## src/sv/md5_pkg.sv

```systemverilog
// Types, constants and round tables for the MD5 digest core
package md5_pkg;
    typedef struct packed {
        logic [7:0] data_byte;
        logic       byte_valid;
        logic       message_end;
    } t_md5_in;

    typedef struct packed {
        logic [31:0] digest_word;
        logic [1:0]  word_index;
        logic        last_word;
    } t_md5_out;

    // controller to datapath commands
    typedef struct packed {
        logic       push;
        logic [7:0] push_byte;
        logic       len_snap;
        logic       round_start;
        logic       round_step;
        logic [5:0] round_idx;
        logic       chain_add;
        logic       chain_init;
    } t_md5_cmd;

    // datapath to controller status
    typedef struct packed {
        logic [5:0]  byte_pos;
        logic [63:0] len_snap;
    } t_md5_sts;

    localparam logic [31:0] IV_A = 32'h67452301;
    localparam logic [31:0] IV_B = 32'hefcdab89;
    localparam logic [31:0] IV_C = 32'h98badcfe;
    localparam logic [31:0] IV_D = 32'h10325476;
    localparam logic [7:0]  PAD_BYTE = 8'h80;
    localparam logic [5:0]  LEN_POS = 6'd56;

    function automatic logic [31:0] step_const(input logic [5:0] i);
        logic [31:0] k;
        unique case (i)
            6'd0: k = 32'hd76aa478; 6'd1: k = 32'he8c7b756; 6'd2: k = 32'h242070db;
            6'd3: k = 32'hc1bdceee; 6'd4: k = 32'hf57c0faf; 6'd5: k = 32'h4787c62a;
            6'd6: k = 32'ha8304613; 6'd7: k = 32'hfd469501; 6'd8: k = 32'h698098d8;
            6'd9: k = 32'h8b44f7af; 6'd10: k = 32'hffff5bb1; 6'd11: k = 32'h895cd7be;
            6'd12: k = 32'h6b901122; 6'd13: k = 32'hfd987193; 6'd14: k = 32'ha679438e;
            6'd15: k = 32'h49b40821; 6'd16: k = 32'hf61e2562; 6'd17: k = 32'hc040b340;
            6'd18: k = 32'h265e5a51; 6'd19: k = 32'he9b6c7aa; 6'd20: k = 32'hd62f105d;
            6'd21: k = 32'h02441453; 6'd22: k = 32'hd8a1e681; 6'd23: k = 32'he7d3fbc8;
            6'd24: k = 32'h21e1cde6; 6'd25: k = 32'hc33707d6; 6'd26: k = 32'hf4d50d87;
            6'd27: k = 32'h455a14ed; 6'd28: k = 32'ha9e3e905; 6'd29: k = 32'hfcefa3f8;
            6'd30: k = 32'h676f02d9; 6'd31: k = 32'h8d2a4c8a; 6'd32: k = 32'hfffa3942;
            6'd33: k = 32'h8771f681; 6'd34: k = 32'h6d9d6122; 6'd35: k = 32'hfde5380c;
            6'd36: k = 32'ha4beea44; 6'd37: k = 32'h4bdecfa9; 6'd38: k = 32'hf6bb4b60;
            6'd39: k = 32'hbebfbc70; 6'd40: k = 32'h289b7ec6; 6'd41: k = 32'heaa127fa;
            6'd42: k = 32'hd4ef3085; 6'd43: k = 32'h04881d05; 6'd44: k = 32'hd9d4d039;
            6'd45: k = 32'he6db99e5; 6'd46: k = 32'h1fa27cf8; 6'd47: k = 32'hc4ac5665;
            6'd48: k = 32'hf4292244; 6'd49: k = 32'h432aff97; 6'd50: k = 32'hab9423a7;
            6'd51: k = 32'hfc93a039; 6'd52: k = 32'h655b59c3; 6'd53: k = 32'h8f0ccc92;
            6'd54: k = 32'hffeff47d; 6'd55: k = 32'h85845dd1; 6'd56: k = 32'h6fa87e4f;
            6'd57: k = 32'hfe2ce6e0; 6'd58: k = 32'ha3014314; 6'd59: k = 32'h4e0811a1;
            6'd60: k = 32'hf7537e82; 6'd61: k = 32'hbd3af235; 6'd62: k = 32'h2ad7d2bb;
            default: k = 32'heb86d391;
        endcase
        return k;
    endfunction

    function automatic logic [4:0] rot_amount(input logic [3:0] j);
        logic [4:0] s;
        unique case (j)
            4'd0: s = 5'd7;   4'd1: s = 5'd12;  4'd2: s = 5'd17;  4'd3: s = 5'd22;
            4'd4: s = 5'd5;   4'd5: s = 5'd9;   4'd6: s = 5'd14;  4'd7: s = 5'd20;
            4'd8: s = 5'd4;   4'd9: s = 5'd11;  4'd10: s = 5'd16; 4'd11: s = 5'd23;
            4'd12: s = 5'd6;  4'd13: s = 5'd10; 4'd14: s = 5'd15; default: s = 5'd21;
        endcase
        return s;
    endfunction
endpackage

```

## src/sv/md5_datapath.sv

```systemverilog
// MD5 datapath: block buffer, bit counter, round registers and chaining value
module md5_datapath (
    input  logic              i_clk,
    input  logic              i_rst_n,
    input  md5_pkg::t_md5_cmd i_cmd,
    output md5_pkg::t_md5_sts o_sts,
    output logic [127:0]      o_chain
);
    import md5_pkg::*;

    logic [31:0] r_blk [16];
    logic [63:0] r_len, n_len, r_snap;
    logic [31:0] r_cv [4];
    logic [31:0] r_a, r_b, r_c, r_d;
    logic [31:0] f, t, w, rot;
    logic [3:0]  g;
    logic [5:0]  i;
    logic [4:0]  s;
    logic [5:0]  pos;

    assign pos = r_len[8:3];
    assign i = i_cmd.round_idx;
    assign w = r_blk[g];
    assign s = rot_amount({i[5:4], i[1:0]});

    always_comb begin
        unique case (i[5:4])
            2'd0: begin
                f = (r_b & r_c) | (~r_b & r_d);
                g = i[3:0];
            end
            2'd1: begin
                f = (r_d & r_b) | (~r_d & r_c);
                g = 4'(5 * i[3:0] + 1);
            end
            2'd2: begin
                f = r_b ^ r_c ^ r_d;
                g = 4'(3 * i[3:0] + 5);
            end
            default: begin
                f = r_c ^ (r_b | ~r_d);
                g = 4'(7 * i[3:0]);
            end
        endcase
        t = f + r_a + step_const(i) + w;
        rot = (t << s) | (t >> (6'd32 - {1'b0, s}));
        n_len = r_len + 64'd8;
    end

    always_ff @(posedge i_clk) begin
        if (i_cmd.push) begin
            r_blk[pos[5:2]][pos[1:0]*8 +: 8] <= i_cmd.push_byte;
        end
        if (i_cmd.len_snap) begin
            r_snap <= r_len;
        end
        if (i_cmd.round_start) begin
            r_a <= r_cv[0];
            r_b <= r_cv[1];
            r_c <= r_cv[2];
            r_d <= r_cv[3];
        end else if (i_cmd.round_step) begin
            r_a <= r_d;
            r_d <= r_c;
            r_c <= r_b;
            r_b <= r_b + rot;
        end
    end

    always_ff @(posedge i_clk) begin
        if (!i_rst_n || i_cmd.chain_init) begin
            r_len <= '0;
            r_cv[0] <= IV_A;
            r_cv[1] <= IV_B;
            r_cv[2] <= IV_C;
            r_cv[3] <= IV_D;
        end else begin
            if (i_cmd.push) begin
                r_len <= n_len;
            end
            if (i_cmd.chain_add) begin
                r_cv[0] <= r_cv[0] + r_a;
                r_cv[1] <= r_cv[1] + r_b;
                r_cv[2] <= r_cv[2] + r_c;
                r_cv[3] <= r_cv[3] + r_d;
            end
        end
    end

    assign o_sts.byte_pos = pos;
    assign o_sts.len_snap = r_snap;
    assign o_chain = {r_cv[3], r_cv[2], r_cv[1], r_cv[0]};
endmodule

```

## src/sv/md5_ctrl.sv

```systemverilog
// MD5 controller: intake, padding sequence, round counter and digest output
module md5_ctrl (
    input  logic              i_clk,
    input  logic              i_rst_n,
    input  logic              i_valid,
    output logic              o_stall,
    input  md5_pkg::t_md5_in  i_data,
    output logic              o_valid,
    input  logic              i_stall,
    output md5_pkg::t_md5_out o_data,
    output md5_pkg::t_md5_cmd o_cmd,
    input  md5_pkg::t_md5_sts i_sts,
    input  logic [127:0]      i_chain
);
    import md5_pkg::*;

    localparam logic [2:0] S_IDLE = 3'd0;
    localparam logic [2:0] S_PAD  = 3'd1;
    localparam logic [2:0] S_ZERO = 3'd2;
    localparam logic [2:0] S_LEN  = 3'd3;
    localparam logic [2:0] S_RND  = 3'd4;
    localparam logic [2:0] S_ADD  = 3'd5;
    localparam logic [2:0] S_OUT  = 3'd6;

    logic [2:0] r_state, n_state, r_ret, n_ret;
    logic [5:0] r_cnt, n_cnt;
    logic [1:0] r_widx, n_widx;
    logic       accept, full;

    assign o_stall = (r_state != S_IDLE);
    assign accept = i_valid && !o_stall;
    assign full = (i_sts.byte_pos == 6'd63);
    assign o_valid = (r_state == S_OUT);
    assign o_data.digest_word = i_chain[r_widx*32 +: 32];
    assign o_data.word_index = r_widx;
    assign o_data.last_word = (r_widx == 2'd3);

    always_comb begin
        n_state = r_state;
        n_ret = r_ret;
        n_cnt = r_cnt;
        n_widx = r_widx;
        o_cmd = '0;
        o_cmd.round_idx = r_cnt;
        unique case (r_state)
            S_IDLE: begin
                if (accept) begin
                    o_cmd.push = i_data.byte_valid;
                    o_cmd.push_byte = i_data.data_byte;
                    if (i_data.byte_valid && full) begin
                        n_ret = i_data.message_end ? S_PAD : S_IDLE;
                        n_state = S_RND;
                        n_cnt = '0;
                    end else if (i_data.message_end) begin
                        n_state = S_PAD;
                    end
                end
            end
            S_PAD: begin
                o_cmd.len_snap = 1'b1;
                o_cmd.push = 1'b1;
                o_cmd.push_byte = PAD_BYTE;
                n_state = full ? S_RND : S_ZERO;
                n_ret = S_ZERO;
                n_cnt = '0;
            end
            S_ZERO: begin
                if (i_sts.byte_pos == LEN_POS) begin
                    n_state = S_LEN;
                end else begin
                    o_cmd.push = 1'b1;
                    n_ret = S_ZERO;
                    n_cnt = '0;
                    if (full) begin
                        n_state = S_RND;
                    end
                end
            end
            S_LEN: begin
                o_cmd.push = 1'b1;
                o_cmd.push_byte = i_sts.len_snap[i_sts.byte_pos[2:0]*8 +: 8];
                if (full) begin
                    n_ret = S_OUT;
                    n_cnt = '0;
                    n_state = S_RND;
                end
            end
            S_RND: begin
                o_cmd.round_step = 1'b1;
                n_cnt = 6'(r_cnt + 6'd1);
                if (r_cnt == 6'd63) begin
                    n_state = S_ADD;
                end
            end
            S_ADD: begin
                o_cmd.chain_add = 1'b1;
                n_widx = '0;
                n_state = r_ret;
            end
            S_OUT: begin
                if (!i_stall) begin
                    n_widx = 2'(r_widx + 2'd1);
                    if (r_widx == 2'd3) begin
                        o_cmd.chain_init = 1'b1;
                        n_state = S_IDLE;
                    end
                end
            end
            default: n_state = S_IDLE;
        endcase
        // load working registers from chaining value on entry to rounds
        if (n_state == S_RND && r_state != S_RND) begin
            o_cmd.round_start = 1'b1;
        end
    end

    always_ff @(posedge i_clk) begin
        if (!i_rst_n) begin
            r_state <= S_IDLE;
            r_ret <= S_IDLE;
            r_cnt <= '0;
            r_widx <= '0;
        end else begin
            r_state <= n_state;
            r_ret <= n_ret;
            r_cnt <= n_cnt;
            r_widx <= n_widx;
        end
    end
endmodule

```

## src/sv/md5_message_digest_core.sv

```systemverilog
// Top level of the MD5 message digest core
// Usage:
//   Input channel carries one request per byte: data_byte, byte_valid,
//   message_end. A request with only message_end closes the message.
//   Output channel returns four digest words a, b, c, d, word_index 0..3,
//   last_word set on the fourth.
// Sequencing:
//   A byte that does not fill a block and does not end the message leaves the core ready for the next byte.
//   The 64th byte of a block starts the 64 rounds and then the chaining add,
//   one round per cycle through the shared round unit.
//   An end request runs the padding sequencer one byte per cycle up to the
//   length field, then 8 length bytes, with one or two compressions, then
//   presents the digest words.
//   Input is stalled while padding, compressing or presenting.
// Reset:
//   Loads the standard initial chaining value and clears the bit count.
// Output stall:
//   Each digest word holds until taken; after the fourth word the core
//   reinitializes and accepts the next message.
module md5_message_digest_core (
    input  logic              i_clk,
    input  logic              i_rst_n,
    input  logic              i_valid,
    output logic              o_stall,
    input  md5_pkg::t_md5_in  i_data,
    output logic              o_valid,
    input  logic              i_stall,
    output md5_pkg::t_md5_out o_data
);
    import md5_pkg::*;

    t_md5_cmd     cmd;
    t_md5_sts     sts;
    logic [127:0] chain;

    md5_ctrl u_ctrl (
        .i_clk, .i_rst_n, .i_valid, .o_stall, .i_data,
        .o_valid, .i_stall, .o_data,
        .o_cmd(cmd), .i_sts(sts), .i_chain(chain)
    );

    md5_datapath u_dp (
        .i_clk, .i_rst_n, .i_cmd(cmd), .o_sts(sts), .o_chain(chain)
    );
endmodule

```

## config.mk

```make
export PLATFORM = sky130hd
export DESIGN_NAME = md5_message_digest_core
export DESIGN_NICKNAME = d
export VERILOG_FILES = /design/src/sv/md5_pkg.sv /design/src/sv/md5_datapath.sv /design/src/sv/md5_ctrl.sv /design/src/sv/md5_message_digest_core.sv
export SDC_FILE = /design/constraint.sdc
export NUM_CORES = 2
export LEC_CHECK = 0
export CAP_MARGIN = 20
export CORE_MARGIN = 5
export CORE_UTILIZATION = 60
export DETAILED_ROUTE_END_ITERATION = 10
export DONT_BUFFER_PORTS = 1
export GPL_TIMING_DRIVEN = 0
export PLACE_DENSITY = 0.78
export RECOVER_POWER = 100
export SLEW_MARGIN = 40
export SYNTH_ARGS = -nofsm -noshare
export SYNTH_HDL_FRONTEND = slang
export SYNTH_SLANG_ARGS = --single-unit
```

## constraint.sdc

```tcl
create_clock -name i_clk -period 14.4 [get_ports i_clk]
set_input_delay 2.88 -clock i_clk [delete_from_list [all_inputs] [get_ports i_clk]]
set_output_delay 2.88 -clock i_clk [all_outputs]
set_load 0.02 [all_outputs]
```

==> load_flow_metrics.sql <==
INSERT INTO impl_metrics (metric_group, metric, value, unit) VALUES
('layout', 'fill_count', '7033', ''),
('clock_tree', 'clockRootBuffer', 'clkbuf_16', ''),
('worst_setup_path', 'cp_num_cells', '44', ''),
('synth', 'synth_enable_flop_cells', '829', ''),
('clock_tree', 'cts_sinks', '941', ''),
('worst_setup_path', 'cp_common_cell', 'o21ai_1', ''),
('status', 'run_status', 'finished with violations', ''),
('clock_tree', 'postCtsSetupRepairBufs', '0', ''),
('worst_setup_path', 'worst_path_dominant_cell_family', 'compound AO/OA/AOI/OAI gates', ''),
('sta', 'min_period_over_period', '0.9650', ''),
('worst_setup_path', 'worst-path-buf-inv', '6', ''),
('synth', 'synth_async_sr_flop_share', '0', ''),
('drt', 'vias', '46200', ''),
('floorplan', 'initial_utilization', '0.6018', ''),
('layout', 'layout.cells.most_common_list', '829 x edfxtp_1, 641 x nand2_1, 466 x nor2_1, 355 x a21oi_1, 266 x inv_1', ''),
('synth', 'postSynth.topFlopCell', 'edfxtp_1', ''),
('floorplan', 'floorplan.rows', '112', ''),
('drt', 'drt_first_iter_violations', '6689', ''),
('worst_setup_path', 'critPathRequiredTime', '14980', 'ps'),
('sta', 'setup_violations', '0', ''),
('worst_setup_path', 'critical_path.slowest_cell', 'clkbuf_1', ''),
('sta', 'clock_skew', '53.02', 'ps'),
('place', 'place.detailed.hpwl', '150.7', 'mm'),
('clock_tree', 'ctsHtreeMaxLevel', '3', ''),
('synth', 'syn_inst', '5162', ''),
('worst_setup_path', 'critPathArrivalTime', '14470', 'ps'),
('pwr', 'power_per_unit_of_standard_cell_area', '110.8', 'nW/µm²'),
('drt', 'final_wl', '210.4', 'mm'),
('worst_setup_path', 'startpoint_type', 'register', ''),
('floorplan', 'io-pin-count', '51', ''),
('sta', 'max-slew-margin-rel', '-0.7232', ''),
('layout', 'final_layout_size_suffix_gt1_frac', '0.08618', ''),
('floorplan', 'core_area', '92910', 'µm²'),
('layout', 'postLayoutCoreUtil', '0.6558', ''),
('worst_setup_path', 'critPathCaptureType', 'register', ''),
('place', 'placement.io_buffers', '0', ''),
('worst_setup_path', 'worstReg2RegEnd', 'u_dp.r_b[31]', ''),
('layout', 'layout_commonest_cell', 'edfxtp_1', ''),
('drt', 'drc', '2', ''),
('sta', 'grt_setup_unrepaired', 'false', ''),
('drt', 'drt.antenna.violating_nets', '0', ''),
('place', 'routabilityCongestion', '1.047', ''),
('synth', 'postSynthRegisterBits', '941', ''),
('worst_setup_path', 'reg2reg_from', 'u_ctrl.r_cnt[0]', ''),
('sta', 'min_tclk_post_route', '13900', 'ps'),
('sta', 'timing.final.hold_violations', '0', ''),
('drt', 'vias_per_cell', '6.976', ''),
('flow_run', 'max_cap_violations', '10', ''),
('synth', 'yosysWarnings', '0', ''),
('clock_tree', 'clk_pin_slew', '70', 'ps'),
('worst_setup_path', 'r2r.worst_path.cells', '44', ''),
('status', 'failed_checks', 'design-rule violations, max-capacitance violations, max-slew violations', ''),
('layout', 'area_added_between_synthesis_and_finish', '8.985', '%'),
('min_path', 'worst_hold_path_cells', '0', ''),
('grt', 'antenna_found_initial', '8', ''),
('layout', 'num-nets-final', '5581', ''),
('synth', 'yosysUniqueCellTypes', '80', ''),
('floorplan', 'die_width', '315.3', 'µm'),
('floorplan', 'dieArea', '99390', 'µm²'),
('drt', 'drt_pre_antenna_iters', '11', ''),
('grt', 'grt_overflow', '0', ''),
('sta', 'report.final.slew_viol_count', '235', ''),
('synth', 'synthesis.area_per_instance', '10.83', 'µm²'),
('drt', 'routed_wire_length_per_instance', '31.77', 'µm'),
('grt', 'gr-usage-all-layers', '0.4156', ''),
('synth', 'synth.net_count', '5463', ''),
('clock_tree', 'worstSkewPairLatency', '730', 'ps'),
('sta', 'timing_worst_slew_pin_value', '2585', 'ps'),
('clock_tree', 'cts_hold_buffers', '0', ''),
('clock_tree', 'clock_tree.buffer_depth', '3', ''),
('pwr', 'power.static_leakage', '21.95', 'nW');
==> routing by layer <==
metal  wire length [µm]  track usage  share of wire
met5                 69            0        0.00033
met2              93700       0.6452           0.45
met3              23680      0.09873           0.11
met4              19200       0.2871          0.091
met1              73710       0.5186           0.35
==> worst min-delay path by stage <==
stage,endpoint,startpoint
floorplan,u_dp.r_snap[5],u_dp.r_len[5]
global placement,u_dp.r_snap[7],u_dp.r_len[7]
detailed placement,u_dp.r_snap[5],u_dp.r_len[5]
CTS,u_dp.r_snap[7],u_dp.r_len[7]
global route,u_dp.r_snap[7],u_dp.r_len[7]
finish,u_dp.r_snap[7],u_dp.r_len[7]
==> flip-flops by register name, indices dropped and copies added (netlist names), named ones only <==
name and count:
u_dp.r_cv 128, u_ctrl.r_widx 2, u_dp.r_blk 512, u_dp.s 5, u_dp.r_c 32, u_ctrl.r_ret 3
u_ctrl.r_state 3, u_dp.r_a 32, u_dp.r_b 32, u_dp.r_d 32, u_dp.r_len 61, u_ctrl.r_cnt 6
u_dp.r_snap 61
==> where the power goes <==
group          switching, mW  total, mW  internal [mW]  leakage, nW
registers             0.0226       3.04           3.01         8.55
clock network           1.15       2.56           1.41         1.52
logic                  0.778       1.16          0.378         11.9
total                   1.95       6.75           4.80         21.9
==> cells by family after synthesis <==
family,Yosys count,synth area share
simple gates,1552,0.1207
compound gates,1232,0.1410
flops,941,0.4854
buf+inv,549,0.03699
fa+ha+maj,317,0.07886
mux,298,0.09408
xor+xnor,273,0.04304
==> area by class of cell <==
class                      instances  area, µm²  share of cell area
antenna                            7      17.52           0.0002875
clock inverter                    64      656.9             0.01078
multi-input combinational       3672      26830              0.4403
clock buffer                     115       2515             0.04127
inverter                         271       1017             0.01669
buffer                           277       1111             0.01823
sequential                       941      27140              0.4453
tap                             1254       1569             0.02575
timing repair buffer              21      78.83            0.001294
==> repair_timing <==
| item | 4_1_cts | 5_1_grt |
|---|---|---|
| endpoints found under the setup margin | 1 | 1 |
| gates resized for setup | 7 | 16 |
| hold endpoints to repair | 0 | 0 |
==> stage by stage <==
stage          setup TNS, ps  setup slack, ps  cells  cell area, µm²
3_3_place_gp          -974.7           -938.6   6416           57480
6_report                   0            504.6   6622           60930
4_1_cts                    0            68.25   6616           61180
5_1_grt                    0            81.23   6617           60920
2_1_floorplan              0             3866   5162           55910
3_5_place_dp          -446.7           -446.7   6437           57990
==> synth_stat cells, types with 72 or more instances <==
master	instances	area, µm²
inv_1	265	994.7
nor3_1	78	390.4
xor2_1	154	1349
mux2i_1	98	980.9
xnor2_1	118	1033
dfxtp_1	112	2242
a21o_1	82	615.6
edfxtp_1	829	24890
clkbuf_1	230	863.3
o21ai_0	241	1206
nand3_1	115	575.6
nand2_1	641	2406
a31oi_1	72	450.4
mux4_2	180	4054
nor2_1	467	1753
a211oi_1	74	555.5
nor2b_1	72	450.4
ha_1	218	2728
a21oi_1	361	1807
Power figures use the tool's default switching activity.
